`src/lsfm_pkg.sv`:
```
// lsfm_pkg: shared types and constants for the LED string fault monitor.
// Field widths, register reset values, offset bands and the config register map.
// No dependencies.
package lsfm_pkg;

  // Field widths
  localparam int unsigned RawW    = 12;
  localparam int unsigned MvW     = 12;
  localparam int unsigned DimW    = 10;
  localparam int unsigned BufW    = 13;
  localparam int unsigned ToutW   = 8;
  localparam int unsigned CntW    = 9;
  localparam int unsigned ProdW   = RawW + MvW;
  localparam int unsigned ScaleSh = 12;  // divide by 4096
  localparam int unsigned CfgIdxW = 2;
  localparam int unsigned CfgDatW = 12;

  // Stream payload widths
  localparam int unsigned SDataW = 64;  // 59 bits of fields, zero filled
  localparam int unsigned MDataW = 24;

  // Dimming bands and offsets
  localparam logic [DimW-1:0] DimBand0  = DimW'(10);
  localparam logic [DimW-1:0] DimBand1  = DimW'(20);
  localparam logic [DimW-1:0] DimBand2  = DimW'(80);
  localparam logic [DimW-1:0] DimCutoff = DimW'(4);
  localparam logic [MvW-1:0]  Offset0   = MvW'(50);
  localparam logic [MvW-1:0]  Offset1   = MvW'(30);
  localparam logic [MvW-1:0]  Offset2   = MvW'(20);

  // Register reset values
  localparam logic [MvW-1:0]   WinLowRst   = MvW'(100);
  localparam logic [MvW-1:0]   WinHighRst  = MvW'(3000);
  localparam logic [MvW-1:0]   BufFloorRst = MvW'(2000);
  localparam logic [ToutW-1:0] TimeoutRst  = ToutW'(50);

  // Config register map
  typedef enum logic [CfgIdxW-1:0] {
    REG_WIN_LOW   = 2'd0,
    REG_WIN_HIGH  = 2'd1,
    REG_BUF_FLOOR = 2'd2,
    REG_TIMEOUT   = 2'd3
  } cfg_reg_e;

  // Register file contents as seen by the check logic
  typedef struct packed {
    logic [MvW-1:0]   win_low;
    logic [MvW-1:0]   win_high;
    logic [MvW-1:0]   buf_floor;
    logic [ToutW-1:0] timeout;
  } cfg_t;

  // Per-item check controls handed to the check logic
  typedef struct packed {
    logic            step;    // item moves to the result register
    logic            strobe;  // run window check this item
    logic            buf_ok;  // buffer above floor
    logic            dim_low; // dimming below cutoff, clear counters
  } chk_ctrl_t;

endpackage

```
`src/lsfm_level.sv`:
```
// lsfm_level: scales one raw converter reading to millivolts and removes the
// dimming-dependent offset with a floor at zero. Purely combinational.
// Depends on lsfm_pkg.
module lsfm_level (
  input  logic [lsfm_pkg::RawW-1:0] raw_i,
  input  logic [lsfm_pkg::MvW-1:0]  supply_mv_i,
  input  logic [lsfm_pkg::DimW-1:0] dim_level_i,
  output logic [lsfm_pkg::MvW-1:0]  level_mv_o
);

  logic [lsfm_pkg::ProdW-1:0] prod;
  logic [lsfm_pkg::MvW-1:0]   mv;
  logic [lsfm_pkg::MvW-1:0]   offset;

  // raw * supply / 4096
  assign prod = lsfm_pkg::ProdW'(raw_i) * lsfm_pkg::ProdW'(supply_mv_i);
  assign mv   = prod[lsfm_pkg::ProdW-1:lsfm_pkg::ScaleSh];

  // Offset band from dimming level
  always_comb begin
    if (dim_level_i < lsfm_pkg::DimBand0) begin
      offset = lsfm_pkg::Offset0;
    end else if (dim_level_i < lsfm_pkg::DimBand1) begin
      offset = lsfm_pkg::Offset1;
    end else if (dim_level_i < lsfm_pkg::DimBand2) begin
      offset = lsfm_pkg::Offset2;
    end else begin
      offset = '0;
    end
  end

  // Subtract with floor at zero
  assign level_mv_o = (mv > offset) ? (mv - offset) : '0;

endmodule

```
`src/lsfm_check.sv`:
```
// lsfm_check: window check, persistence counters for both channels and the
// fault latch. State advances only when an item moves to the result register.
// Depends on lsfm_pkg.
module lsfm_check (
  input  logic                      clk_i,
  input  logic                      rst_ni,
  input  lsfm_pkg::cfg_t            cfg_i,
  input  lsfm_pkg::chk_ctrl_t       ctrl_i,
  input  logic [lsfm_pkg::MvW-1:0]  level_a_i,
  input  logic [lsfm_pkg::MvW-1:0]  level_b_i,
  output logic                      fault_o    // fault after this item
);

  logic [lsfm_pkg::CntW-1:0] persist_a_q, persist_a_d;
  logic [lsfm_pkg::CntW-1:0] persist_b_q, persist_b_d;
  logic                      fault_q, fault_d;
  logic [lsfm_pkg::CntW-1:0] tout;
  logic                      out_a, out_b;
  logic [lsfm_pkg::CntW-1:0] cnt_a, cnt_b;

  assign tout = lsfm_pkg::CntW'(cfg_i.timeout);

  // Outside-window flags
  assign out_a = (level_a_i < cfg_i.win_low) || (level_a_i > cfg_i.win_high);
  assign out_b = (level_b_i < cfg_i.win_low) || (level_b_i > cfg_i.win_high);

  // Saturating counter step: stops at timeout + 1
  always_comb begin
    cnt_a = '0;
    cnt_b = '0;
    if (out_a && ctrl_i.buf_ok) begin
      cnt_a = (persist_a_q <= tout) ? persist_a_q + 1'b1 : persist_a_q;
    end
    if (out_b && ctrl_i.buf_ok) begin
      cnt_b = (persist_b_q <= tout) ? persist_b_q + 1'b1 : persist_b_q;
    end
  end

  // Strobed update, dimming cutoff clears, then latch test
  always_comb begin
    persist_a_d = persist_a_q;
    persist_b_d = persist_b_q;
    fault_d     = fault_q;
    if (ctrl_i.strobe) begin
      persist_a_d = ctrl_i.dim_low ? '0 : cnt_a;
      persist_b_d = ctrl_i.dim_low ? '0 : cnt_b;
      if ((persist_a_d >= tout) || (persist_b_d >= tout)) begin
        fault_d = 1'b1;
      end
    end
  end

  always_ff @(posedge clk_i or negedge rst_ni) begin
    if (!rst_ni) begin
      persist_a_q <= '0;
      persist_b_q <= '0;
      fault_q     <= 1'b0;
    end else if (ctrl_i.step) begin
      persist_a_q <= persist_a_d;
      persist_b_q <= persist_b_d;
      fault_q     <= fault_d;
    end
  end

  assign fault_o = fault_d;

endmodule

```
`src/led_string_fault_monitor.sv`:
```
// LED string fault monitor top level: stream ports, config registers, input
// register, level scaling and check logic, result register.
// Depends on lsfm_pkg, lsfm_level, lsfm_check.
// Path from input accept to result valid: input register, then result register.
// Throughput: one item per cycle while the result side is not stalled; the input register refills while a result waits.
// Reset: async active low; clears counters, fault latch, valids; config to defaults.
module led_string_fault_monitor (
  input  logic                         clk_i,
  input  logic                         rst_ni,
  // Input stream
  input  logic                         s_axis_tvalid,
  output logic                         s_axis_tready,
  // tdata: raw_a[11:0], raw_b[23:12], supply_mv[35:24], dim_level[45:36],
  //        buffer_mv[58:46], zero [63:59]
  input  logic [lsfm_pkg::SDataW-1:0]  s_axis_tdata,
  // tuser: check_now[0]
  input  logic                         s_axis_tuser,
  // Result stream
  output logic                         m_axis_tvalid,
  input  logic                         m_axis_tready,
  // tdata: level_a_mv[11:0], level_b_mv[23:12]
  output logic [lsfm_pkg::MDataW-1:0]  m_axis_tdata,
  // tuser: fault_latched[0]
  output logic                         m_axis_tuser,
  // Config write port
  input  logic                         cfg_we_i,
  input  logic [lsfm_pkg::CfgIdxW-1:0] cfg_idx_i,
  input  logic [lsfm_pkg::CfgDatW-1:0] cfg_data_i
);

  lsfm_pkg::cfg_t      cfg_q;
  lsfm_pkg::chk_ctrl_t ctrl;

  logic                       in_valid_q;
  logic [lsfm_pkg::RawW-1:0]  raw_a_q, raw_b_q;
  logic [lsfm_pkg::MvW-1:0]   supply_q;
  logic [lsfm_pkg::DimW-1:0]  dim_q;
  logic [lsfm_pkg::BufW-1:0]  buf_q;
  logic                       check_q;

  logic                       out_valid_q;
  logic [lsfm_pkg::MvW-1:0]   out_lvl_a_q, out_lvl_b_q;
  logic                       out_fault_q;

  logic [lsfm_pkg::MvW-1:0]   lvl_a, lvl_b;
  logic                       fault;
  logic                       step;
  logic                       in_take;

  // Handshake: item moves on when the result register is free or being drained
  assign step          = in_valid_q && (!out_valid_q || m_axis_tready);
  assign s_axis_tready = !in_valid_q || step;
  assign in_take       = s_axis_tvalid && s_axis_tready;

  // Config registers
  always_ff @(posedge clk_i or negedge rst_ni) begin
    if (!rst_ni) begin
      cfg_q.win_low   <= lsfm_pkg::WinLowRst;
      cfg_q.win_high  <= lsfm_pkg::WinHighRst;
      cfg_q.buf_floor <= lsfm_pkg::BufFloorRst;
      cfg_q.timeout   <= lsfm_pkg::TimeoutRst;
    end else if (cfg_we_i) begin
      unique case (lsfm_pkg::cfg_reg_e'(cfg_idx_i))
        lsfm_pkg::REG_WIN_LOW:   cfg_q.win_low   <= cfg_data_i;
        lsfm_pkg::REG_WIN_HIGH:  cfg_q.win_high  <= cfg_data_i;
        lsfm_pkg::REG_BUF_FLOOR: cfg_q.buf_floor <= cfg_data_i;
        lsfm_pkg::REG_TIMEOUT:   cfg_q.timeout   <= cfg_data_i[lsfm_pkg::ToutW-1:0];
        default: ;
      endcase
    end
  end

  // Input register
  always_ff @(posedge clk_i or negedge rst_ni) begin
    if (!rst_ni) begin
      in_valid_q <= 1'b0;
    end else if (s_axis_tready) begin
      in_valid_q <= s_axis_tvalid;
    end
  end

  always_ff @(posedge clk_i) begin
    if (in_take) begin
      raw_a_q  <= s_axis_tdata[11:0];
      raw_b_q  <= s_axis_tdata[23:12];
      supply_q <= s_axis_tdata[35:24];
      dim_q    <= s_axis_tdata[45:36];
      buf_q    <= s_axis_tdata[58:46];
      check_q  <= s_axis_tuser;
    end
  end

  // Level scaling per channel
  lsfm_level u_level_a (
    .raw_i       (raw_a_q),
    .supply_mv_i (supply_q),
    .dim_level_i (dim_q),
    .level_mv_o  (lvl_a)
  );

  lsfm_level u_level_b (
    .raw_i       (raw_b_q),
    .supply_mv_i (supply_q),
    .dim_level_i (dim_q),
    .level_mv_o  (lvl_b)
  );

  // Check controls
  assign ctrl.step    = step;
  assign ctrl.strobe  = check_q;
  assign ctrl.buf_ok  = buf_q > lsfm_pkg::BufW'(cfg_q.buf_floor);
  assign ctrl.dim_low = dim_q < lsfm_pkg::DimCutoff;

  lsfm_check u_check (
    .clk_i     (clk_i),
    .rst_ni    (rst_ni),
    .cfg_i     (cfg_q),
    .ctrl_i    (ctrl),
    .level_a_i (lvl_a),
    .level_b_i (lvl_b),
    .fault_o   (fault)
  );

  // Result register
  always_ff @(posedge clk_i or negedge rst_ni) begin
    if (!rst_ni) begin
      out_valid_q <= 1'b0;
    end else if (!out_valid_q || m_axis_tready) begin
      out_valid_q <= in_valid_q;
    end
  end

  always_ff @(posedge clk_i) begin
    if (step) begin
      out_lvl_a_q <= lvl_a;
      out_lvl_b_q <= lvl_b;
      out_fault_q <= fault;
    end
  end

  assign m_axis_tvalid = out_valid_q;
  assign m_axis_tdata  = {out_lvl_b_q, out_lvl_a_q};
  assign m_axis_tuser  = out_fault_q;

endmodule

```
`config.mk`:
```
export PLATFORM = sky130hd
export DESIGN_NAME = led_string_fault_monitor
export DESIGN_NICKNAME = d
export VERILOG_FILES = /design/src/lsfm_pkg.sv /design/src/lsfm_level.sv /design/src/lsfm_check.sv /design/src/led_string_fault_monitor.sv
export SDC_FILE = /design/constraint.sdc
export NUM_CORES = 1
export LEC_CHECK = 0
export BUFFER_PORTS_ARGS = -buffer_cell sky130_fd_sc_hd__buf_4
export CORE_MARGIN = 2
export CORE_UTILIZATION = 50
export DETAILED_ROUTE_END_ITERATION = 10
export PLACE_DENSITY = 0.68
export SLEW_MARGIN = 5
export SYNTH_ARGS = -nofsm -noshare
export SYNTH_HDL_FRONTEND = slang
export SYNTH_HIERARCHICAL = 1
export SYNTH_SLANG_ARGS = --single-unit
```
`constraint.sdc`:
```
create_clock -name clk_i -period 11.2 [get_ports clk_i]
set_clock_uncertainty 0.2 [all_clocks]
set_input_delay 0.56 -clock clk_i [delete_from_list [all_inputs] [get_ports clk_i]]
set_output_delay 0.56 -clock clk_i [all_outputs]
set_load 0.01 [all_outputs]
```
==> summary.txt <==
Run status
  – Outcome: finished, final reports clean

Yosys
  – Synthesized Nets: 2354
  – Mapped cell area: 0.0180 mm^2
  – Synth Warn #: 6
  – Syn Area/Cell: 9.75 um^2
  – Post-Syn Instances: 1852

Detailed routing
  – Via/cell ratio: 5.52
  – Antenna-violating nets left: 0
  – Initial DRC Count: 781
  – Final wirelength: 41.6 mm
  – Via count: 13400
  – DRC violations left: 0
  – Avg WL per Cell: 17.2 um
  – 1st-pass router iterations: 5

Global route
  – Gr ovfl total: 0
  – First-pass GRT wire length: 69.6 mm
  – Global Route Usage Sum: 22.8%
  – Vias in the first global route: 13800
  – Pin count of the biggest net entering global routing: 66
  – Initial antenna violation count: 0

Placement
  – DPL Wire Length: 32.7 mm
  – Gpl congestion: 0.890
  – Port buffer count: 104

STA
  – Hold Fails Final Rpt: 0
  – F_max: 95.4 MHz
  – RSZ-0062 raised after global routing: no
  – Worst-Margin Slew: 1.08 ns
  – Period utilisation layout: 93.6%
  – Slew Limit Headroom: 27.9%
  – Final Critical Period: 10.49 ns
  – Setup TNS: 0 ns
  – Final setup fails: 0
  – Slew Viols, Final: 0

Clock network
  – Skew-Pair Late Insertion Delay: 0.43 ns
  – H-tree lvl count: 4
  – Maximum clock insertion buffer count: 2
  – Clk slew on worst S/H paths: 0.07 ns
  – Root Buffer: clkbuf_16
  – Hold buffer count at CTS: 0
  – CTS tree: done
  – CTS Sinks: 149
  – Num CTS Buffers: 17

Die
  – Core Rows: 69
  – Die W: 194 um
  – Die Span Y: 194 um
  – Starting density of the core: 50.7%
  – Core area: 0.0356 mm^2
  – Die area: 0.0376 mm^2
  – I/O pin cnt: 111

Cells and area
  – Net count reported at finish: 2449
  – Antenna cell count: 0
  – Filler cells: 3146
  – Area Growth Syn to Fin: 10.5%
  – Fraction of layout cells with a size suffix above 1: 14.8%

Critical path
  – Arrival @ worst endpoint: 10.49 ns
  – Slowest stage delay, CP: 0.57 ns
  – CP Launch Type: register
  – Worst path slowest cell: fa_1
  – CP bufs+invs: 4
  – Worst Path Max Fanout: 7
  – Crit Path Class: register to register
  – CP Capture Type: register
  – Top cell by count, worst path: fa_1
  – Worst endpoint required time: 11.20 ns
  – Top delay family on crit path: adder cells

Hold path
  – Hold Crit Class: input pin to asynchronous set/reset pin

Flow run
  – MaxCap Viol Count: 0
final cells by class:
cell class / instances / area, um^2 / area share, %
Multi-Input combinational cell: 1328 / 12400 / 62.1
Clock buffer: 17 / 425 / 2.13
Clock inverter: 15 / 145 / 0.728
Tap cell: 461 / 577 / 2.89
Sequential cell: 149 / 4170 / 20.9
Inverter: 304 / 1140 / 5.72
Timing Repair Buffer: 147 / 1100 / 5.52
state kept, by name, indices dropped and copies added (netlist names):
register             cells
raw_b_q                 12
in_valid_q               1
u_check/fault_q          1
raw_a_q                 12
cfg_q                   44
u_check/persist_a_q      9
out_lvl_a_q             12
dim_q                    9
supply_q                12
m_axis_tuser             1
u_check/persist_b_q      9
buf_q                   13
check_q                  1
m_axis_tvalid            1
out_lvl_b_q             12
cell usage in the layout (no fill, tap or decap), types with 5 or more instances in the layout:
master and instances:
a211oi_1 9, a21o_1 13, a21oi_1 68, a21oi_2 9, a22o_1 6, and2_1 122
and3_1 10, buf_4 146, clkbuf_16 17, dfrtp_1 46, dfstp_2 19, edfxtp_1 84
fa_1 200, ha_1 218, inv_1 304, inv_6 5, mux2_2 45, mux2i_1 7
nand2_1 226, nand2b_1 13, nand3_1 19, nand4_1 24, nand4b_1 5, nor2_1 59
nor2b_1 15, nor3_1 17, nor4_1 6, o211ai_1 8, o21a_1 11, o21ai_0 54
o21ai_1 11, or4_1 8, xnor2_1 26, xor2_1 16
metrics by stage:
| step | setup WS (ns) | cell area (um^2) | cells | hold slack, ns | utilization [%] |
|---|---|---|---|---|---|
| final | 0.715 | 19900 | 2421 | 0.0290 | 56.1 |
| after global routing | 0.0292 | 19900 | 2421 | 0.0771 | 56.1 |
| after CTS | 0.585 | 19800 | 2402 | 0.0537 | 55.7 |
| after detailed placement | 0.600 | 19200 | 2370 | 0.293 | 54.1 |
| after global placement | 0.698 | 19200 | 2370 | 0.273 | 54.1 |
| after floorplan | 1.66 | 18000 | 1852 | 0.0644 | - |
per-layer routing:
layer	track usage, %	wire [um]
met5	0	0
met1	31.3	19000
met2	37.3	20100
met3	3.51	1700
met4	6.90	810
timing repair:
action | in CTS | in global routing
setup buffers | 0 | 19
setup endpoints to repair | 0 | 2
gates resized for setup | 0 | 0
final timing paths:
kind,cells after the start,endpoint,startpoint,slack (ns)
min reg2reg,1,m_axis_tvalid,in_valid_q,0.30
min,1,cfg_q[42],rst_ni,0.03
min in group clk_i,1,dim_q[1],s_axis_tdata[37],0.09
max,40,m_axis_tuser,supply_q[7],0.71
max in group asynchronous,1,cfg_q[7],rst_ni,10.23
max reg2reg,40,m_axis_tuser,supply_q[7],0.71
Power is not shown: default switching activity piles up to over one toggle a cycle in this logic, so the estimate is an artifact.
